==> config.mk <==
export PLATFORM = sky130hd
export DESIGN_NAME = skt_cell
export DESIGN_NICKNAME = d
export VERILOG_FILES = /design/src/hw/rtl/skt_pkg.sv /design/src/hw/rtl/skt_cell.sv
export SDC_FILE = /design/constraint.sdc
export NUM_CORES = 1
export LEC_CHECK = 0
export ABC_AREA = 1
export BUFFER_PORTS_ARGS = -buffer_cell sky130_fd_sc_hd__buf_2
export CORE_UTILIZATION = 48
export CTS_BUF_LIST = sky130_fd_sc_hd__clkbuf_16
export CTS_CLUSTER_SIZE = 14
export DETAILED_ROUTE_END_ITERATION = 7
export HOLD_SLACK_MARGIN = 0.1
export PLACE_DENSITY = 0.91
export SLEW_MARGIN = 20
export SYNTH_ARGS = -nofsm -noshare
export SYNTH_HDL_FRONTEND = slang
export SYNTH_SLANG_ARGS = --single-unit
==> constraint.sdc <==
create_clock -name clk_i -period 10.5 [get_ports clk_i]
set_clock_uncertainty 0.15 [all_clocks]
set_input_delay 0.525 -clock clk_i [delete_from_list [all_inputs] [get_ports clk_i]]
set_output_delay 0.525 -clock clk_i [all_outputs]
set_load 0.01 [all_outputs]
==> src/hw/rtl/skt_pkg.sv <==
// Types and constants shared by the sorted key table modules.
package skt_pkg;

  localparam int unsigned KEY_W  = 32;
  localparam int unsigned YEAR_W = 16;
  localparam int unsigned RANK_W = 7;

  typedef enum logic [1:0] {
    REQ_INSERT = 2'd0,
    REQ_LOOKUP = 2'd1,
    REQ_RANK   = 2'd2,
    REQ_REMOVE = 2'd3
  } req_type_e;

  typedef enum logic [1:0] {
    ST_OK      = 2'd0,
    ST_DUP     = 2'd1,
    ST_MISSING = 2'd2,
    ST_FULL    = 2'd3
  } status_e;

  typedef enum logic [1:0] {
    FSM_IDLE,
    FSM_CMP,
    FSM_UPD
  } fsm_e;

  typedef enum logic [1:0] {
    OP_HOLD,
    OP_INSERT,
    OP_REMOVE
  } cell_op_e;

  typedef struct packed {
    logic     cmp_en;
    cell_op_e op;
  } cell_ctrl_t;

endpackage

==> src/hw/rtl/skt_cell.sv <==
// One cell of the sorted chain: holds a record, compares it and shifts it.
module skt_cell (
  input  logic                              clk_i,
  input  logic                              rst_ni,
  input  skt_pkg::cell_ctrl_t               ctrl_i,
  input  logic                              occ_i,
  input  logic                              prev_less_i,
  input  logic signed [skt_pkg::KEY_W-1:0]  req_key_i,
  input  logic [skt_pkg::YEAR_W-1:0]        req_year_i,
  input  logic signed [skt_pkg::KEY_W-1:0]  left_key_i,
  input  logic [skt_pkg::YEAR_W-1:0]        left_year_i,
  input  logic signed [skt_pkg::KEY_W-1:0]  right_key_i,
  input  logic [skt_pkg::YEAR_W-1:0]        right_year_i,
  output logic signed [skt_pkg::KEY_W-1:0]  key_o,
  output logic [skt_pkg::YEAR_W-1:0]        year_o,
  output logic                              less_o,
  output logic                              eq_o
);
  import skt_pkg::*;

  logic signed [KEY_W-1:0] key_q, key_d;
  logic [YEAR_W-1:0]       year_q, year_d;
  logic                    less_q, less_d;
  logic                    eq_q, eq_d;

  always_comb begin
    less_d = less_q;
    eq_d   = eq_q;
    if (ctrl_i.cmp_en) begin
      less_d = occ_i && (key_q < req_key_i);
      eq_d   = occ_i && (key_q == req_key_i);
    end
  end

  always_comb begin
    key_d  = key_q;
    year_d = year_q;
    case (ctrl_i.op)
      OP_INSERT: begin
        if (!less_q) begin
          if (prev_less_i) begin
            key_d  = req_key_i;
            year_d = req_year_i;
          end else begin
            key_d  = left_key_i;
            year_d = left_year_i;
          end
        end
      end
      OP_REMOVE: begin
        if (!less_q) begin
          key_d  = right_key_i;
          year_d = right_year_i;
        end
      end
      default: begin
        key_d  = key_q;
        year_d = year_q;
      end
    endcase
  end

  always_ff @(posedge clk_i or negedge rst_ni) begin
    if (!rst_ni) begin
      less_q <= 1'b0;
      eq_q   <= 1'b0;
    end else begin
      less_q <= less_d;
      eq_q   <= eq_d;
    end
  end

  always_ff @(posedge clk_i) begin
    key_q  <= key_d;
    year_q <= year_d;
  end

  assign key_o  = key_q;
  assign year_o = year_q;
  assign less_o = less_q;
  assign eq_o   = eq_q;

endmodule

==> impl_results.md, run 1 <==
- Core box area: 6944 um^2
- Diodes inserted: 0
- Met1 Usage GRT: 0.2659
- Largest net degree at the start of global routing: 98
- Pre-antenna DRT Iters: 4
- Number of max-cap violations: 0
- First DRT Iteration DRCs: 103
- TritonCTS Buffers: 5
- Final setup violation count: 0
- CTS root buf: clkbuf_16
- Antenna-violating nets left: 0
- IO buf count: 200
- CP Capture Type: register
- Reg2reg path depth: 10
- Clock slew at reported path FFs: 70 ps
- Post-synthesis sequential area ratio: 0.4215
- Synth area leader: edfxtp_1
- TritonCTS clock tree: built
- WHS Endpoint: eq_o
- Mux contribution to synthesized area: 0
- Vias in the first global route: 3285
- R2R Setup Slk: 8610 ps
- Routed WL per cell: 12.86 um
- Yosys warnings: 0
- Die area: 7719 um^2
- Die height: 87.86 um
- Worst reg2reg endpoint: less_o
- Initial Utilization: 0.5095
- Most instantiated library cell after synthesis: nand2_1
- Critical path type: input pin to register
- Simple-gate share of the synthesized area: 0.1605
- Pins Over Slew Limit: 0
- Crit path arrival time: 2440 ps
- Ratio of cells with drive above 1 in the final layout: 0.3670
- Fillcell total: 587
- Placer Congestion: 0.8391
- Static leakage: 0.002538 uW
- Top cells by count, synth: nand2_1, inv_1, edfxtp_1, ha_1, nor2_1
- Synth Area in Compound Gates: 0.1842
- Part of the cycle the worst path needs: 0.2335
- FFs w/ async S/R, synth: 0.04000
- Post-DP HPWL: 7137 um
- First-pass GRT wire length: 13930 um
- GR met3 Demand/Resource: 0.03299
- Distinct cells, synth: 28
- Most Crowded Layer GR: met2
- Routed WL: 9119 um
- Synthesized area: 3538 um^2
- Via count: 3553
- Yosys reg bits: 50
- Final Power: 584.4 uW
- Via density per instance: 5.011
- Peak VDD IR: 0.08799 mV
- Area contributors post-synth: edfxtp_1, nand2_1, ha_1, inv_1, o211ai_1
- Period minus WS final: 2451 ps
- Die X: 87.86 um
- Syn nets: 606
- Boundary pin count: 201
- GR met2 Demand/Resource: 0.4285
- All-Layer GR Usage: 0.2275
- Htree depth: 2
- Total global routing overflow: 0
- Syn avg cell area: 8.365 um^2
- Nets: 795
- Startpoint types: input pin
- Post-synthesis xor/xnor area fraction: 0
- Antenna violations before repair: 0
- Adder-cell share of the synthesized area: 0.1132
- DRC: 0
- Worst-Margin Slew: 1001 ps
- Main combinational cell family by area after synthesis: compound AO/OA/AOI/OAI gates
- P per Cell Area: 123.5 nW/um^2
- RSZ-0062 raised after global routing: no
- FF-to-FF Start: key_o[31]
- Worst-skew pair later-pin latency: 280 ps
- Post-CTS sizing: 0
- Number of clock sinks: 50
- Area grow syn2layout: 33.70%
- Cell Rows: 30
- Worst slew margin: 0.3329
- Top-area cell type share of the netlist area: 0.4074
- Hold depth: 1
- Most used flip-flop cell after synthesis: edfxtp_1
- Worst path required time: 10490 ps
- Setup TNS: 0 ps
- Worst-path fanout max: 78
- Status: finished clean
- Post-synth EDFFs: 48
- Final Hold Viols: 0
- HP Class: register to register
- Min-delay src: eq_o
- Fmax: 407.9 MHz
- Clk buf depth: 2
- Cell count after synthesis: 423
how the worst max path moves through the flow:
stage	startpoint	end	slack [ps]
2_1_floorplan	ctrl_i[1]	key_o[0]	6390
3_3_place_gp	prev_less_i	key_o[31]	7870
3_5_place_dp	prev_less_i	key_o[31]	7760
4_1_cts	prev_less_i	key_o[31]	8040
5_1_grt	prev_less_i	key_o[31]	7830
6_report	prev_less_i	key_o[31]	8050
through the flow:
step           std cells  setup WS (ps)  hold WS (ps)  utilization  area, um^2
6_report             709           8049         358.5       0.6813        4731
5_1_grt              709           7833         398.4       0.6813        4731
4_1_cts              709           8039         363.8       0.6813        4731
3_5_place_dp         700           7760         165.4       0.6564        4558
3_3_place_gp         700           7870         161.6       0.6564        4558
2_1_floorplan        423           6391         79.41            -        3538
flip-flops by register name, summed over array words and instances, names as in the netlist:
signal / count
year_o: 16
less_o: 1
eq_o: 1
key_o: 32
final cells by class:
| class | instances | area (um^2) | share of cell area |
|---|---|---|---|
| tap | 96 | 120.1 | 0.02539 |
| clock inverter | 3 | 37.54 | 0.007934 |
| clock buffer | 5 | 125.1 | 0.02645 |
| multi-input combinational | 273 | 1634 | 0.3454 |
| timing repair buffer | 203 | 1026 | 0.2169 |
| inverter | 79 | 296.5 | 0.06268 |
| sequential | 50 | 1491 | 0.3153 |
kinds of logic (layout without fill, tap and decap cells):
group                    after synthesis  count (layout)
AND/OR/NAND/NOR                      143             143
flip-flops                            50              50
AO/OA/AOI/OAI                         98              98
buffers and inverters                100             290
adder cells (fa/ha/maj)               32              32
worst max-delay path, cell delays in order:
cell and delay (ps):
buf_2 80, buf_4 620, clkinv_1 680, o21ai_0 330, a21oi_1 60, nor2_1 120
layer usage:
layer	part of all wire	routed length [um]
met5	0	0
met3	0.055	503
met2	0.53	4796
met4	0.013	122
met1	0.41	3697
report_power, final:
part | leakage, uW | switching (uW) | internal (uW)
Combinational | 0.00197 | 85.4 | 66.2
Sequential | 0.000484 | 9.22 | 246
Clock | 0.0000864 | 66.3 | 111
what timing repair did:
action                                 CTS  global route
endpoints found under the hold margin    2             0
setup buffers                            0             0
hold buffers                             1             0
layout by cell type, fill, tap and decap left out, drive strengths merged:
cell and n:
o21a 1, a21o 1, o211ai 30, a21oi 14, nand2 108, clkinv 1
nor2 27, a32o 1, o21ai 32, buf 202, ha 32, o21bai 2
nand4 3, or2 1, inv 80, nor3 1, dfrtp 2, bufinv 1
clkbuf 5, dlygate4sd3 1, a31oi 17, nand3 3, edfxtp 48
Power figures use the tool's default switching activity.
==> run 2: changes to the inputs <==
--- a/config.mk
+++ b/config.mk
@@ -7,12 +7,12 @@
 export LEC_CHECK = 0
 export ABC_AREA = 1
 export BUFFER_PORTS_ARGS = -buffer_cell sky130_fd_sc_hd__buf_2
-export CORE_UTILIZATION = 48
+export CORE_UTILIZATION = 41
 export CTS_BUF_LIST = sky130_fd_sc_hd__clkbuf_16
 export CTS_CLUSTER_SIZE = 14
 export DETAILED_ROUTE_END_ITERATION = 7
 export HOLD_SLACK_MARGIN = 0.1
-export PLACE_DENSITY = 0.91
+export PLACE_DENSITY = 0.83
 export SLEW_MARGIN = 20
 export SYNTH_ARGS = -nofsm -noshare
 export SYNTH_HDL_FRONTEND = slang
==> constraint.sdc (replaced) <==
create_clock -name clk_i -period 2.2 [get_ports clk_i]
set_clock_uncertainty 0.15 [all_clocks]
set_input_delay 0.11 -clock clk_i [delete_from_list [all_inputs] [get_ports clk_i]]
set_output_delay 0.11 -clock clk_i [all_outputs]
set_load 0.01 [all_outputs]
==> impl_results.md, run 2 (synthesized netlist as in run 1, its figures left out) <==
- Total global routing overflow: 0 (unchanged)
- Static leakage: 0.002951 uW (+16%)
- Period minus WS final: 1971 ps
- Post-DP HPWL: 7406 um (+3.8%)
- Largest register FFs: 32 (unchanged)
- Final Hold Viols: 0 (unchanged)
- Most frequent cells in the layout: buf_2, nand2_1, dlygate4sd3_1
- Worst-path fanout max: 34 (-56%)
- Fillcell total: 615 (+4.8%)
- Diodes inserted: 0 (unchanged)
- Design Area, Final: 5751 um^2 (+22%)
- Largest net degree at the start of global routing: 97 (-1.0%)
- Setup TNS: 0 ps (unchanged)
- Number of clock sinks: 50 (unchanged)
- Top delay family on crit path: buffers and inverters
- All-Layer GR Usage: 0.2507 (+0.02316)
- IO buf count: 200 (unchanged)
- CP Capture Type: register
- Fmax: 507.4 MHz
- Die X: 94.90 um (+8.0%)
- Antenna-violating nets left: 0 (unchanged)
- Placer Congestion: 0.7943 (-5.3%)
- First DRT Iteration DRCs: 98 (-4.9%)
- HP Class: input pin to register
- TritonCTS Buffers: 5 (unchanged)
- First-pass GRT wire length: 17650 um (+27%)
- Worst slew margin: 0.7000 (+0.3670)
- WP buf/inv: 3 (unchanged)
- P per Cell Area: 506.2 nW/um^2 (+310%)
- Status: finished clean
- Cell Rows: 33 (+10%)
- Pre-antenna DRT Iters: 4 (unchanged)
- Crit-path cells: buf_2, buf_4, nand2_1, o211ai_1, o21ai_0, dlygate4sd3_1
- Clock slew at reported path FFs: 60 ps (about the same)
- Nets: 897 (+13%)
- Worst path required time: 2090 ps (-8400 ps)
- Number of max-cap violations: 0 (unchanged)
- Die area: 9006 um^2 (+17%)
- Ratio of cells with drive above 1 in the final layout: 0.3217 (-0.04537)
- Critical path type: input pin to register
- Most common library cell in the layout ignoring fill and taps: buf_2
- Startpoint types: input pin
- Worst-skew pair later-pin latency: 290 ps (about the same)
- Routed WL: 11090 um (+22%)
- DRC: 0 (unchanged)
- TritonCTS clock tree: built
- Final Power: 2911 uW (+400%)
- Clk buf depth: 2 (unchanged)
- Vias in the first global route: 4146 (+26%)
- Final setup violation count: 0 (unchanged)
- Routed WL per cell: 13.52 um (+5.2%)
- Peak VDD IR: 0.3074 mV (+250%)
- CTS root buf: clkbuf_16
- Core box area: 8299 um^2 (+20%)
- RSZ-0062 raised after global routing: no
- Area post-placement: 4604 um^2 (+1.0%)
- Worst hold slack: 110.6 ps (-247.9 ps)
- Crit path arrival time: 1860 ps (-580 ps)
- Part of the cycle the worst path needs: 0.8959
- Slowest CP cell: dlygate4sd3_1
- Boundary pin count: 201 (unchanged)
- Pins Over Slew Limit: 0 (unchanged)
- Worst-Margin Slew: 450.0 ps (-550.6 ps)
- Max stage delay on crit path: 580 ps (-100 ps)
- Via count: 4035 (+14%)
- Area grow syn2layout: 62.52%
- Via density per instance: 4.921 (-1.8%)
- Htree depth: 2 (unchanged)
- Antenna violations before repair: 0 (unchanged)
- Initial Utilization: 0.4264 (-0.08320)
- Die height: 94.90 um (+8.0%)
==> run 2: final cells by class <==
class,count,area [um^2],area share
clock inverters,3,16.27,0.002829
repair buffers,305,2052,0.3568
clock buffers,5,125.1,0.02176
flip-flops and latches,50,1491,0.2594
multi-input cells,273,1634,0.2842
inverters,79,300.3,0.05222
well taps,105,131.4,0.02285
==> run 2: path summary, 6_finish.rpt <==
check | start | endpoint | slack (ps) | cells past startpoint
setup reg to reg | key_o[31] | less_o | 340 | 10
max in group asynchronous | rst_ni | less_o | 1230 | 3
hold / removal | right_key_i[19] | key_o[19] | 110 | 3
setup / recovery | prev_less_i | key_o[7] | 230 | 6
hold reg to reg | eq_o | eq_o | 370 | 1
min in group asynchronous | rst_ni | eq_o | 540 | 3
==> run 2: stage by stage <==
step / cells / util / setup slack [ps]
after floorplan: 423 / - / 72.14
after global placement: 712 / 0.5548 / 342.6
after detailed placement: 712 / 0.5548 / 306.1
after CTS: 820 / 0.6924 / 217.0
after global routing: 820 / 0.6929 / 147.4
final: 820 / 0.6929 / 229.1
==> run 2: repair_timing <==
action / in CTS / in global routing
resized for setup: 0 / 1
hold endpoints to repair: 52 / 0
endpoints found under the setup margin: 0 / 1
hold buffers: 100 / 0
setup buffers: 0 / 0
==> run 2: tightest hold or removal path, cell delays in order <==
cell and delay, ps:
buf_2 100, inv_1 40, o21ai_0 110
==> run 2: power by group <==
part / switching [uW] / internal [uW] / total (uW)
Combinational: 454 / 484 / 938
Clock: 338 / 416 / 754
Sequential: 43.4 / 1170 / 1220
==> run 2: routing by layer <==
layer,GRT usage,vias to the layer above,part of all wire
met5,0,-,0
li1,-,2000,-
met2,0.4940,179,0.54
met3,0.05153,34,0.059
met1,0.2487,1822,0.37
met4,0.1086,0,0.028
